===== src/v3mu_div_cell.sv =====
// Module: one restoring divider cell for all three components, one quotient bit per stage
module v3mu_div_cell #(
  parameter int QWID = 40,
  parameter int RWID = 25,
  parameter int BIT = 0
) (
  input  logic              clk,
  input  logic              en,
  input  logic [RWID-1:0]   den,
  input  logic [3*QWID-1:0] num_in,
  input  logic [3*RWID-1:0] rem_in,
  output logic [3*QWID-1:0] num_r,
  output logic [3*RWID-1:0] rem_r
);
  logic [3*QWID-1:0] num_nxt;
  logic [3*RWID-1:0] rem_nxt;
  logic [RWID:0]     part;

  always_comb begin
    num_nxt = num_in;
    rem_nxt = rem_in;
    part    = '0;
    for (int k = 0; k < 3; k++) begin
      part = {rem_in[k*RWID +: RWID], num_in[k*QWID + BIT]};
      if (part >= {1'b0, den}) begin
        part = part - {1'b0, den};
        num_nxt[k*QWID + BIT] = 1'b1;
      end else begin
        num_nxt[k*QWID + BIT] = 1'b0;
      end
      rem_nxt[k*RWID +: RWID] = part[RWID-1:0];
    end
  end

  always_ff @(posedge clk) begin
    if (en) begin
      num_r <= num_nxt;
      rem_r <= rem_nxt;
    end
  end
endmodule


===== config.mk =====
export PLATFORM = sky130hd
export DESIGN_NAME = v3mu_div_cell
export DESIGN_NICKNAME = d
export VERILOG_FILES = /design/src/v3mu_div_cell.sv
export SDC_FILE = /design/constraint.sdc
export NUM_CORES = 1
export LEC_CHECK = 0
export ABC_AREA = 1
export BUFFER_PORTS_ARGS = -buffer_cell sky130_fd_sc_hd__clkbuf_2
export CORE_ASPECT_RATIO = 1.1
export CORE_MARGIN = 8
export CORE_UTILIZATION = 52
export CTS_CLUSTER_SIZE = 24
export DETAILED_ROUTE_END_ITERATION = 10
export PLACE_DENSITY = 0.9
export SLEW_MARGIN = 20
export SYNTH_ARGS = -nofsm -noshare
export SYNTH_HDL_FRONTEND = slang
export SYNTH_SLANG_ARGS = --single-unit
export TNS_END_PERCENT = 50

===== constraint.sdc =====
create_clock -name clk -period 2.19 [get_ports clk]
set_input_delay 0.1095 -clock clk [delete_from_list [all_inputs] [get_ports clk]]
set_output_delay 0.1095 -clock clk [all_outputs]
set_load 0.05 [all_outputs]

## Word-level counts from Yosys, hierarchy flattened

Cells that the tools add are included.

| storage, ports and cells | value |
|---|---|
| word-level logic and storage cells | 14 |
| bits of input ports | 222 |
| bits in registers | 195 |
| output and inout port bits | 195 |

| cells by class | value |
|---|---|
| mux-type cells | 6 |
| add/sub/neg operators | 3 |
| order comparisons | 3 |

Operators by type and width:

| kind | count |
|---|---|
| >= comparator 26 x 25 -> 1 bit | 3 |
| 2-to-1 mux 25 bit | 3 |
| subtractor 25 bit | 3 |
| 2-to-1 mux 1 bit | 3 |

## Longest topological paths before layout

| depth | value |
|---|---|
| word-level depth | 2 |
| gate-level depth with buffers | 14 |
| mapped depth without buffers | 14 |

## Worst setup path before layout

OpenSTA, ideal clock, no wires.

| timing path | value |
|---|---|
| kind | input-to-reg |
| start | in num_in[0] |
| end | reg rem_r[20] (data pin) |
| data arrival time | 1549 ps |
| buffers on the path | 1 |
| cell stages on the path | 11 |
| setup slack | 389 ps |
| data required time | 1937 ps |
| cell sequence | inv_1 > ha_1 > inv_1 > fa_1 > nand3_1 > nand3_1 > nand3_4 > nand3_2 > buf_6 > nand2_1 > nand2_1 |

| on the way | value |
|---|---|
| longest elaborated chain between the ends | 2 |
| elaborated cells on any way between the ends | 3 |

Ends and longest elaborated chain:

| element | line | text |
|---|---|---|
| start: declaration | 10 | `input logic [3*QWID-1:0] num_in,` |
| subtractor 25 bit / >= comparator 26 x 25 -> 1 bit (equally long branches) | 26, 25 |  |
| 2-to-1 mux 25 bit (*) | 25 | `if (part >= {1'b0, den}) begin` |
| via rem_nxt[20] | 16 | `logic [3*RWID-1:0] rem_nxt;` |
| end signal: assignment | 38 | `rem_r <= rem_nxt;` |
| end: declaration | 13 | `output logic [3*RWID-1:0] rem_r` |

Mark *: on every way through the listed nets, which the timed path passes. The rest lies on a longest branch.
A chain may end at the register's enable or synchronous reset.

## Worst setup path after layout

| timing path | value |
|---|---|
| start | in rem_in[51] |
| end | reg rem_r[60] (data pin) |

| on the way | value |
|---|---|
| longest elaborated chain between the ends | 2 |
| elaborated cells on any way between the ends | 3 |

Ends and longest elaborated chain:

| element | line | text |
|---|---|---|
| start: declaration | 11 | `input logic [3*RWID-1:0] rem_in,` |
| subtractor 25 bit / >= comparator 26 x 25 -> 1 bit (equally long branches) | 26, 25 |  |
| 2-to-1 mux 25 bit (*) | 25 |  |
| via part[10] | 17 | `logic [RWID:0] part;` |

Marks and branches as above.

==> results_dict.tcl <==
set metrics [dict create \
    ff_latch_area_um2 5856 \
    rows 61 \
    grt_pass1_wl_mm 86.55 \
    numCtsBuffers 17 \
    die_h_um 182.1 \
    nets 2630 \
    synthCells 1681 \
    criticalPathCategory "input pin to flip-flop" \
    grt_pass1_vias 14330 \
    p_leak_uw 0.009931 \
    synth-seq-cells 195 \
    clockBufferDepth 2 \
    hpwl_mm 44.42 \
    min_from "rem_in[4]" \
    grt_usage_pct 37.96 \
    cp-startpoint "rem_in[51]" \
    post-route-period-util_pct 94.73 \
    num_vias 14530 \
    clkTransAtPathRegs_ns 0.08 \
    crit_arrival_ns 2.28 \
    clock-sinks 195 \
    fp.dieW_um 167.0 \
    root_buffer "clkbuf_16" \
    antenna_left 0 \
    min_period_ns 2.075 \
    wl_met3_mm 6.514 \
    wl_mm 59.76 \
    fillers 1807 \
    synth_fp_nets 1981 \
    avgSynthCellArea_um2 7.757 \
    hold_path.class "input pin to flip-flop" \
    drtIter0Drc 1809 \
    power_density_nw_per_um2 713.0 \
    yosysUniqueCellTypes 29 \
    via_per_inst 5.460 \
    avgRoutedWirePerCell_um 22.46 \
    grt_max_degree 64 \
    seq_area_frac_synth_pct 44.91 \
    fin_cells 2661 \
    slowest_stage "dlygate4sd3_1" \
    start_util_pct 52.25 \
    final_common_cell "nand2_1" \
    rsz0062_at_grt "false" \
    synthesis.area_um2 13040 \
    antenna_found_initial 3 \
    worst_slew_pin_slew_ns 0.5231 \
    outcome "completed" \
    gp_congestion 1.009 \
    syn2layout_area_growth_pct 40.14 \
    ios 417 \
    maxSlewHeadroom_pct 65.09 \
    fmax_mhz 482.0 \
    multi_input_area_um2 5889 \
    io_buffers 416 \
    cp-start-kind "input pin" \
    cts_tree "yes" \
    cp_common_cell "nand2_1" \
    finalWorstSetupSlack_ns 0.1153 \
    drc 0 \
    dieArea_um2 30410 \
    htreeDepth 4 \
    utilization_pct 73.22 \
    wl_met1_mm 20.95 \
    drive_above_1_share_pct 25.78 \
    setup_viol 0 \
    slowest_delay_ns 0.53 \
    crit_fanout 25 \
    dp_cells 2500 \
    final_cell_mix "nand2_1 (701), clkbuf_2 (415), inv_1 (311), edfxtp_1 (195), dlygate4sd3_1 (121)" \
    maxSlewViolCount 0 \
    maxUsedRoutingLayer "met4" \
    hold_violations 0 \
    cap_violations 0 \
    critPathCaptureType "flip-flop" \
    drt_first_pass_iters 6 \
    cp.required_ns 2.40 \
    core_um2 24960 \
    grt_overflow 0 \
    crit_buf_inv 3 \
    vdd_drop_max_uv 466.8 \
    synth_warnings 0 \
    finalHoldWorstSlack_ns 0.01585 \
    worstPathCellList "dlygate4sd3_1 -> clkbuf_2 -> ha_1 -> nand2_1 -> nor2_1 -> nand3_1 -> nand3_2 -> nand3_4 -> buf_12 -> nand4_1 -> nand2_1" \
    path_delay_family "simple AND/OR/NAND/NOR gates" \
    met2_length_mm 27.57 \
    place_ws_ns -0.1204 \
]
==> flip-flops by register name (all words and copies together) (netlist names) <==
signal	cells
num_r	120
rem_r	75
==> what timing repair did <==
action                                 in CTS  in global routing
endpoints found under the hold margin     121                  0
setup buffers                               0                  3
hold buffers                              121                  0
resized for setup                           0                  3
setup endpoints to repair                   0                 25
==> stage by stage <==
stage                     power, µW  TNS [ns]  cell area, µm²
after global routing          13430         0           18270
after global placement         9223   -0.9772           16380
after floorplan                7698         0           13040
after CTS                     12800         0           18210
after detailed placement       9279    -2.287           16380
final                         13030         0           18270
==> synth_stat cells <==
cell | instances | area [µm²]
a21oi_1 | 28 | 140.1
a21oi_4 | 3 | 48.80
and2_1 | 6 | 37.54
buf_2 | 13 | 65.06
buf_6 | 6 | 67.56
clkbuf_1 | 5 | 18.77
edfxtp_1 | 195 | 5856
fa_1 | 3 | 60.06
ha_1 | 75 | 938.4
inv_1 | 311 | 1167
inv_2 | 3 | 11.26
nand2_1 | 701 | 2631
nand2_2 | 3 | 18.77
nand3_1 | 64 | 320.3
nand3_2 | 3 | 30.03
nand3_4 | 5 | 87.58
nand3b_1 | 6 | 45.04
nand4_1 | 99 | 619.3
nand4_4 | 1 | 21.27
nor2_1 | 86 | 322.8
nor2_2 | 11 | 68.82
nor3_1 | 5 | 25.02
nor3_2 | 2 | 20.02
nor3_4 | 3 | 48.80
nor4_2 | 1 | 12.51
o21a_1 | 3 | 22.52
or2_1 | 3 | 18.77
or2_2 | 3 | 18.77
xor2_1 | 34 | 297.8
==> cell families (layout without fill, tap and decap cells) <==
logic type,Yosys count,in the layout,share of synthesized area (%)
and+or+nand+nor,1002,1004,33.33
buffers and inverters,338,998,10.20
DFF,195,195,44.91
adders and majority gates,78,78,7.657
AOI/OAI and AO/OA,34,34,1.622
xor gates and xnor gates,34,34,2.284
other,0,3,0
==> per-layer routing <==
| layer | vias to the layer above | global-route usage (%) |
|---|---|---|
| li1 | 6675 | - |
| met3 | 249 | 10.57 |
| met2 | 1092 | 63.30 |
| met1 | 6514 | 41.59 |
| met4 | 0 | 26.65 |
| met5 | - | 0 |
==> tightest hold or removal path: cells and delay by family <==
kind | cells | cell delay (ns)
simple gates | 2 | 0.16
buf+inv | 1 | 0.10
==> area by class of cell <==
cell class,count,area share (%)
antenna,3,0.04108
clock buffer,17,2.328
clock inverter,15,1.068
inverter,314,6.450
multi-input combinational,1150,32.23
sequential,195,32.04
tap,315,2.157
timing repair buffer,652,23.68
==> final timing paths <==
kind | endpoint | slack [ns] | cells after the start
worst min-delay path | rem_r[5]$_DFFE_PP_ | 0.02 | 3
worst max-delay path | rem_r[60]$_DFFE_PP_ | 0.12 | 11
==> power breakdown <==
part           internal, µW  switching [µW]
sequential             4600             179
combinational          1370            3410
clock                  1750            1710
total                  7730            5300
Power figures use the tool's default switching activity.
