`src/v3mu_sqrt_cell.sv`:
```
// Module: one restoring square-root cell, one root bit per stage
module v3mu_sqrt_cell #(
  parameter int W = 50,
  parameter int RWID = 25,
  parameter int BIT = 0
) (
  input  logic            clk,
  input  logic            rst_n,
  input  logic            en,
  input  logic            vld_in,
  input  logic [W-1:0]    rem_in,
  input  logic [RWID-1:0] root_in,
  output logic            vld_r,
  output logic [W-1:0]    rem_r,
  output logic [RWID-1:0] root_r
);
  logic [W+1:0] trial;
  logic [W+1:0] rem_ext;

  always_comb begin
    trial   = (({{(W+2-RWID){1'b0}}, root_in}) << (BIT + 1))
            + ((W+2)'(1) << (2 * BIT));
    rem_ext = {2'b00, rem_in};
  end

  always_ff @(posedge clk) begin
    if (!rst_n) begin
      vld_r <= 1'b0;
    end else if (en) begin
      vld_r <= vld_in;
    end
  end

  always_ff @(posedge clk) begin
    if (en) begin
      if (rem_ext >= trial) begin
        rem_r  <= W'(rem_ext - trial);
        root_r <= root_in | (RWID'(1) << BIT);
      end else begin
        rem_r  <= rem_in;
        root_r <= root_in;
      end
    end
  end
endmodule

```
`config.mk`:
```
export PLATFORM = sky130hd
export DESIGN_NAME = v3mu_sqrt_cell
export DESIGN_NICKNAME = d
export VERILOG_FILES = /design/src/v3mu_sqrt_cell.sv
export SDC_FILE = /design/constraint.sdc
export NUM_CORES = 1
export LEC_CHECK = 0
export ABC_AREA = 0
export BUFFER_PORTS_ARGS = -buffer_cell sky130_fd_sc_hd__buf_2
export CORE_AREA = 2 2 120 122
export CTS_CLUSTER_SIZE = 24
export DETAILED_ROUTE_END_ITERATION = 7
export DIE_AREA = 0 0 122 124
export GPL_TIMING_DRIVEN = 0
export MAX_ROUTING_LAYER = met4
export RECOVER_POWER = 25
export SYNTH_ARGS = -nofsm -noshare
export SYNTH_HDL_FRONTEND = slang
export SYNTH_SLANG_ARGS = --single-unit
```
`constraint.sdc`:
```
create_clock -name clk -period 7.1 [get_ports clk]
set_input_delay 0.355 -clock clk [delete_from_list [all_inputs] [get_ports clk]]
set_output_delay 0.355 -clock clk [all_outputs]
set_load 0.1 [all_outputs]
```
# Yosys cells after proc, flatten, opt, wreduce, memory -nomap -nowiden
# Index checks and enable logic that the tools add are counted.
# word_totals
register_bits	76
latch_bits	0
ram_bits	0
rom_bits	0
out_inout_bits	76
elab_cells	8
memories	0
# classes
n_addsub	2
mul	0
div_mod_pow	0
order_cmp	1
n_eq_ne	0
shifts	0
muxes	1
bitwise	0
n_reduce_logical	0
# op_table
cell	count
$ge 50x27->1	1
$mux 50	1
$sub 50x27->50	1
$add 26x1->27 const B	1

# Longest topological paths before layout
# Gate-level depths: netlist of the first run.
# depth
ltp_word	3
mapped_depth	12

# Least setup slack after synthesis of the first run
# OpenSTA, ideal clock, no wires.
# synth_path
kind	input -> register
from	in root_in[8]
to	reg rem_r[41] (data pin)
setup_ns	0.271
t_arrival_ns	2.503
required_time_ns	6.829
path_slack_ns	4.326
stages	11
cell_sequence	inv_1 -> ha_1 -> clkbuf_1 -> nand4_1 -> o31ai_1 -> o211ai_1 -> a31oi_1 -> a211oi_4 -> buf_6 -> o41ai_1 -> o41ai_1
# synth_via
elab_chain_len	3
elab_cells_between_ends	4
# synth_rtl
element	line_no	rtl
start, declared	12	input logic [RWID-1:0] root_in,
$add 26x1->27 *	22	+ ((W+2)'(1) << (2 * BIT));
$sub 50x27->50 / $ge 50x27->1 (equally long branches)	37, 36	
$mux 50 *	36	if (rem_ext >= trial) begin
end signal, assigned	37	rem_r <= W'(rem_ext - trial);
end signal, assigned	40	rem_r <= rem_in;
end, declared	14	output logic [W-1:0] rem_r,
# Mark *: on every way between the ends. The rest lies on a longest branch, timed or not.
# A chain may end at the register's enable or synchronous reset.

==> flow_metrics.py, run 1 <==
metrics = {
    "clocking": {
        "hold_buffers": 0,
        "cts_resized": 0,
        "worstSkewPairLatency_ns": 0.34,
        "cts_buffers": 9,
        "cts_buffer_depth": 2,
        "cts_tree": "built",
        "clock_sinks": 76,
        "cts_root_buffer": "clkbuf_16",
        "cts.clk_slew.worst_paths_ns": 0.06,
        "htree_num_levels": 3,
        "post_cts_buffers": 0,
    },
    "worst_setup_path": {
        "crit_required_ns": 7.32,
        "reg2reg_from": "vld_r$_SDFFE_PN0P_",
        "crit_family": "buffers and inverters",
        "crit_path_max_fanout": 76,
        "cp.arrival_ns": 3.84,
        "worst_r2r_endpoint": "vld_r$_SDFFE_PN0P_",
        "max_stage_delay_ns": 2.84,
        "cp-start-kind": "input pin",
        "cp.buffers_inverters": 2,
        "crit_path_end_kind": "flop",
        "reg2regPathDepth": 2,
        "reg2reg_slack_ns": 6.44,
        "worstPathCellList": "clkbuf_4 > clkbuf_1 > mux2i_1 > nor2b_1",
        "cpMaxStageDelayCell": "clkbuf_1",
        "criticalPathCategory": "input pin to flop",
    },
    "pwr": {
        "power_density_nw_per_um2": 260,
        "p_leak_uw": 0.00251,
        "switching_share_pct": 43.6,
        "power_uw": 1600,
        "ir_drop_mv": 0.113,
        "switchingPower_uw": 697,
        "combPwrFrac_pct": 38.9,
        "power_frac_seq_pct": 35.5,
        "p_int_uw": 902,
        "clkPwrFrac_pct": 25.6,
    },
    "timing": {
        "slew_headroom_pct": -173,
        "timing.final.crit_period_ns": 3.62,
        "setup_viol": 0,
        "slew_viol_final": 77,
        "setup_tns_ns": 0,
        "worst_slew_pin_slew_ns": 4.09,
        "max_freq_ghz": 0.276,
        "final.period_utilization_pct": 51.0,
        "hold_violations": 0,
        "grt_setup_unrepaired": "no",
        "finalClockSkew_ns": 0,
    },
    "die": {
        "die_area_um2": 15100,
        "rows": 43,
        "fp.coreArea_um2": 13700,
        "io_pins": 155,
        "die_h_um": 124,
        "start_util_pct": 35.8,
        "fp.dieW_um": 122,
    },
    "place": {
        "place_hpwl_um": 10600,
        "io_buffers": 152,
        "gp_congestion": 0.844,
    },
    "synth": {
        "ys_warn_count": 0,
        "postSynthCellCount": 488,
        "ys.flop_type": "edfxtp_1",
        "postSynth.asyncResetShare_pct": 0,
        "yosysSeqAreaShare_pct": 46.3,
        "synth_area_per_cell_um2": 10.1,
        "synth-edff-count": 75,
        "yosysUniqueCellTypes": 58,
        "netlist_area_um2": 4910,
        "postSynthRegisterBits": 76,
        "syn_nets": 594,
    },
    "global_routing": {
        "grt-ovfl-total": 0,
        "grt_start_max_net_pins": 77,
        "track_usage_pct": 19.0,
        "grt_pass1_wl_um": 21200,
        "grt_pass1_vias": 4119,
        "antenna_found_initial": 1,
    },
    "worst_hold_path": {
        "hold_path.class": "input pin to flop",
        "hp-start": "root_in[13]",
        "whs_path_depth": 1,
        "holdPathEnd": "root_r[13]$_DFFE_PP_",
    },
    "run_status": {
        "violations": "max-capacitance violations, max-slew violations",
        "status": "finished with violations",
    },
    "route": {
        "detail_route.vias_per_cell": 5.11,
        "vias": 4275,
        "drt_iter0_drc": 356,
        "drt-total-wl_um": 13700,
        "firstDrtPassIters": 5,
        "wl_per_cell_um": 16.4,
        "drc": 0,
        "ant_nets": 0,
    },
    "layout": {
        "drive_gt1_share_pct": 26.1,
        "syn_to_final_growth_pct": 25.2,
        "fin_nets": 758,
        "n_fill_cell": 1370,
    },
    "run": {
        "drv_cap": 1,
    },
}
==> synthesized netlist by cell type, types with 4 or more instances <==
master / instances / area share, %
or3_1: 7 / 0.89
buf_6: 6 / 1.4
nand4_1: 8 / 1.0
ha_1: 26 / 6.6
nand2b_1: 7 / 0.89
nor4_1: 10 / 1.3
inv_1: 30 / 2.3
nor2_1: 23 / 1.8
nand2_1: 61 / 4.7
a31oi_1: 4 / 0.51
a21o_1: 9 / 1.4
o211ai_1: 5 / 0.77
o21ai_0: 41 / 4.2
nand3_1: 9 / 0.92
edfxtp_1: 75 / 46
and4_1: 4 / 0.71
a21oi_1: 29 / 3.0
clkbuf_1: 12 / 0.92
o21bai_1: 5 / 0.77
nor3_1: 15 / 1.5
xnor2_1: 18 / 3.2
xor2_1: 28 / 5.0
==> metal layers <==
layer | wire [µm] | up-vias | part of all wire (%) | GRT usage (%)
li1 | - | 2129 | - | -
met1 | 6460 | 1967 | 47 | 25.5
met2 | 6080 | 160 | 44 | 28.5
met3 | 891 | 19 | 6.5 | 3.30
met4 | 293 | 0 | 2.1 | 7.76
met5 | 0 | - | 0 | -
==> cells by family (layout without fill, tap and decap cells) <==
family,Yosys count,in the layout,share of synthesized area (%)
adders and majority gates,27,27,7.04
and+or+nand+nor,171,171,18.4
AOI/OAI and AO/OA,117,117,15.0
buffers and inverters,49,217,4.69
DFF,76,76,46.3
muxes,2,2,0.408
other,0,1,0
xor gates and xnor gates,46,46,8.21
==> layout by cell type, fill, tap and decap left out, drive strengths merged, types with 5 or more instances in the layout <==
cell / netlist / layout
a21o: 9 / 9
a21oi: 29 / 29
buf: 7 / 147
clkbuf: 12 / 34
edfxtp: 75 / 75
ha: 26 / 26
inv: 30 / 30
nand2: 61 / 61
nand2b: 7 / 7
nand3: 9 / 9
nand4: 8 / 8
nor2: 23 / 23
nor3: 16 / 16
nor4: 12 / 12
o211ai: 5 / 5
o21ai: 41 / 41
o21bai: 5 / 5
or3: 7 / 7
xnor2: 18 / 18
xor2: 28 / 28
==> power groups by stage <==
stage / combinational, µW / sequential, µW / clock [µW]
after floorplan: 142 / 930 / 0
after global placement: 619 / 575 / 0
after detailed placement: 622 / 575 / 0
after CTS: 624 / 566 / 424
after global routing: 656 / 573 / 436
final: 621 / 568 / 410
==> sequential cells by signal, summed over array words and instances (netlist names) <==
signal  count
vld_r       1
root_r     25
rem_r      50
==> layout make-up <==
class                      count  area [µm²]  area share [%]
multi-input combinational    363        2400            39.1
antenna                        1        2.50          0.0407
sequential                    76        2270            37.0
tap                          180         225            3.67
inverter                      30         113            1.83
clock buffer                   9         225            3.67
clock inverter                 6        32.5           0.529
buffer                        19         118            1.91
timing repair buffer         153         753            12.3
==> worst max path at each step <==
stage	start	end	cells past startpoint
CTS	root_in[17]	rem_r[46]$_DFFE_PP_	11
global placement	root_in[17]	rem_r[46]$_DFFE_PP_	11
detailed placement	root_in[17]	rem_r[46]$_DFFE_PP_	11
floorplan	root_in[8]	rem_r[41]$_DFFE_PP_	11
global route	en	vld_r$_SDFFE_PN0P_	4
finish	en	vld_r$_SDFFE_PN0P_	4
==> stage by stage <==
step / worst slack [ns] / hold slack [ns] / cell area (µm²) / cells / utilization [%]
6_report: 3.48 / 0.199 / 6140 / 837 / 44.8
4_1_cts: 3.76 / 0.181 / 6180 / 836 / 45.0
5_1_grt: 2.97 / 0.186 / 6140 / 837 / 44.8
3_3_place_gp: 3.40 / 0.503 / 5890 / 820 / 42.9
2_1_floorplan: 4.33 / 0.454 / 4910 / 488 / -
3_5_place_dp: 3.40 / 0.512 / 5920 / 821 / 43.2
No activity file was read; power rests on OpenSTA's default activity.
==> run 2, diff against run 1 <==
ABC_AREA = 1   (was 0)
CORE_AREA = 2 2 135 137   (was 2 2 120 122)
DIE_AREA = 0 0 137 139   (was 0 0 122 124)
clock period = 3.57 ns   (was 7.1 ns; I/O delays follow)
==> run 2 against run 1 <==
The run still ends with max-capacitance violations, max-slew violations left. Worst hold slack lost 0.18 ns. Flip-flop and latch count is the same. Clock skew is the same. Total power grew 110%. Design area grew 23%. First-iteration DRC count shrank 5.1%.
==> flow_metrics.py, run 2 <==
metrics = {
    "worst_setup_path": {
        "crit_top_cell": "nand2_1",
        "criticalPathCategory": "input pin to flop",
        "crit_path_max_fanout": 6,
        "cp.arrival_ns": 2.46,
        "max_stage_delay_ns": 0.46,
        "crit_path_end_kind": "flop",
        "crit_required_ns": 3.79,
        "cpMaxStageDelayCell": "fa_1",
        "crit_family": "simple AND/OR/NAND/NOR gates",
        "worstPathCellList": "buf_2 > inv_1 > fa_1 > inv_1 > nand3_1 > nand3_1 > nand2_1 > nand2_1 > nand3_1 > nand2_1 > a21oi_1 > or2_2 > nand2_1",
        "cp-start-kind": "input pin",
        "cp.buffers_inverters": 3,
    },
    "synth": {
        "syn_nets": 1011,
        "synth_top_area_share_pct": 36.3,
        "yosysTopAreaCell": "edfxtp_1",
        "postSynth.asyncResetShare_pct": 0,
        "synth-simple-area-share_pct": 36.7,
        "synth_common_cells": "325 x nand2_1, 181 x inv_1, 85 x nor2_1",
        "yosysSeqAreaShare_pct": 36.6,
        "synth-adder-area-share_pct": 5.56,
        "synth_top_family_by_area": "simple AND/OR/NAND/NOR gates",
        "synthMuxAreaShare_pct": 0,
        "yosysUniqueCellTypes": 27,
        "ys.flop_type": "edfxtp_1",
        "synthTopCellsByArea": "edfxtp_1 36%, nand2_1 20%, inv_1 11%",
        "synth_area_per_cell_um2": 6.86,
        "postSynthRegisterBits": 76,
        "synth-edff-count": 75,
        "synth_most_common_cell": "nand2_1",
        "ys_warn_count": 0,
        "synth_xor_area_share_pct": 3.10,
        "synth-compound-area-share_pct": 5.28,
        "netlist_area_um2": 6210,
        "postSynthCellCount": 905,
    },
    "global_routing": {
        "grt_pass1_wl_um": 30800,
        "track_usage_pct": 22.0,
        "grt_pass1_vias": 5975,
        "antenna_found_initial": 0,
        "grt-ovfl-total": 0,
        "grt_start_max_net_pins": 42,
    },
    "timing": {
        "max_freq_ghz": 0.447,
        "worst_slew_pin_slew_ns": 2.12,
        "final.period_utilization_pct": 62.6,
        "finalClockSkew_ns": 0,
        "setup_viol": 0,
        "grt_setup_unrepaired": "no",
        "timing.final.crit_period_ns": 2.24,
        "slew_headroom_pct": -41.4,
        "slew_viol_final": 37,
        "hold_violations": 0,
        "setup_tns_ns": 0,
    },
    "route": {
        "drc": 0,
        "drt-total-wl_um": 20000,
        "vias": 6062,
        "firstDrtPassIters": 5,
        "wl_per_cell_um": 15.3,
        "detail_route.vias_per_cell": 4.65,
        "ant_nets": 0,
        "drt_iter0_drc": 338,
    },
    "die": {
        "fp.dieW_um": 137,
        "start_util_pct": 35.2,
        "die_h_um": 139,
        "fp.coreArea_um2": 17700,
        "rows": 49,
        "die_area_um2": 19000,
        "io_pins": 155,
    },
    "clocking": {
        "worstSkewPairLatency_ns": 0.35,
        "cts.clk_slew.worst_paths_ns": 0.06,
        "htree_num_levels": 3,
        "clock_sinks": 76,
        "cts_tree": "built",
        "cts_resized": 0,
        "cts_root_buffer": "clkbuf_16",
        "cts_buffers": 9,
        "hold_buffers": 0,
        "cts_buffer_depth": 2,
        "post_cts_buffers": 0,
    },
    "pwr": {
        "combPwrFrac_pct": 41.2,
        "power_uw": 3320,
        "power_density_nw_per_um2": 441,
        "switchingPower_uw": 1500,
        "p_int_uw": 1820,
        "ir_drop_mv": 0.250,
        "clkPwrFrac_pct": 25.0,
        "switching_share_pct": 45.2,
        "p_leak_uw": 0.00374,
        "power_frac_seq_pct": 33.7,
    },
    "layout": {
        "reg_top3": "rem_r x50, root_r x25, vld_r x1",
        "fin_nets": 1177,
        "syn_to_final_growth_pct": 21.2,
        "n_fill_cell": 1935,
        "multiInputGateArea_um2": 3140,
        "largest_reg_flops": 50,
        "n_antenna_cell": 0,
        "drive_gt1_share_pct": 20.0,
        "top_register": "rem_r",
        "layout_commonest_cell": "nand2_1",
        "layout_common_cells": "325 x nand2_1, 181 x inv_1, 142 x buf_2, 85 x nor2_1, 75 x edfxtp_1",
        "register_area_um2": 2270,
    },
    "run": {
        "drv_cap": 1,
    },
    "place": {
        "io_buffers": 154,
        "place_hpwl_um": 16800,
        "gp_congestion": 0.952,
    },
    "run_status": {
        "status": "finished with violations",
        "violations": "max-capacitance violations, max-slew violations",
    },
    "worst_hold_path": {
        "hold_path.class": "input pin to flop",
    },
}
==> run 2: changes by cell type in the layout (fill, tap and decap cells not counted), moves of 11 or more <==
cell / before / now
a21oi_1: 29 / 11
a21oi_2: 0 / 12
inv_1: 30 / 181
nand2_1: 61 / 325
nand2_2: 0 / 17
nand3_1: 9 / 61
nand4_1: 8 / 22
nor2_1: 23 / 85
nor2_2: 0 / 11
o21ai_0: 41 / 16
xor2_1: 28 / 4
==> run 2: final timing paths <==
path / to / cells past startpoint / slack (ns) / from
hold reg to reg: vld_r$_SDFFE_PN0P_ / 2 / 0.56 / vld_r$_SDFFE_PN0P_
setup reg to reg: vld_r$_SDFFE_PN0P_ / 2 / 2.84 / vld_r$_SDFFE_PN0P_
setup / recovery: rem_r[32]$_DFFE_PP_ / 13 / 1.33 / rem_in[0]
hold / removal: root_r[24]$_DFFE_PP_ / 1 / 0.02 / root_in[24]
==> run 2: final cells by class <==
type / count / share of cell area, %
clock buffers: 9 / 2.99
well taps: 229 / 3.81
flip-flops and latches: 76 / 30.2
repair buffers: 155 / 10.3
multi-input cells: 639 / 41.8
plain buffers: 8 / 1.48
clock inverters: 6 / 0.432
inverters: 182 / 9.07
==> run 2: power by group through the flow <==
stage,registers (µW),clock network (µW),logic [µW]
detailed placement,1140,0,1370
floorplan,1840,0,377
finish,1120,831,1370
global placement,1140,0,1370
global route,1130,894,1460
CTS,1120,862,1380
==> run 2: metrics by stage <==
step	hold slack, ns	cells	utilization (%)	setup slack, ns	area, µm²
CTS	0.0000924	1304	42.8	1.34	7550
global route	0.00707	1304	42.6	1.16	7530
finish	0.0163	1304	42.6	1.33	7530
detailed placement	0.372	1289	41.3	0.979	7290
floorplan	0.272	905	-	1.63	6210
global placement	0.371	1288	41.2	0.979	7270
==> run 2: cells by family (layout without fill, tap and decap cells) <==
group | count (synthesis) | count (layout)
adder cells (fa/ha/maj) | 27 | 27
XOR/XNOR | 22 | 22
AO/OA/AOI/OAI | 49 | 49
AND/OR/NAND/NOR | 541 | 541
flip-flops | 76 | 76
buffers and inverters | 190 | 360
==> run 2: per-layer routing <==
metal / track usage, % / routed length (µm)
met5: - / 0
met4: 7.65 / 373
met3: 3.14 / 1170
met2: 35.0 / 9370
met1: 28.6 / 9060
==> run 2: worst reg2reg max path: cells and delay by family, from the launching register on <==
kind,cells,cell delay (ns)
flops,1,0.31
compound gates,2,0.23
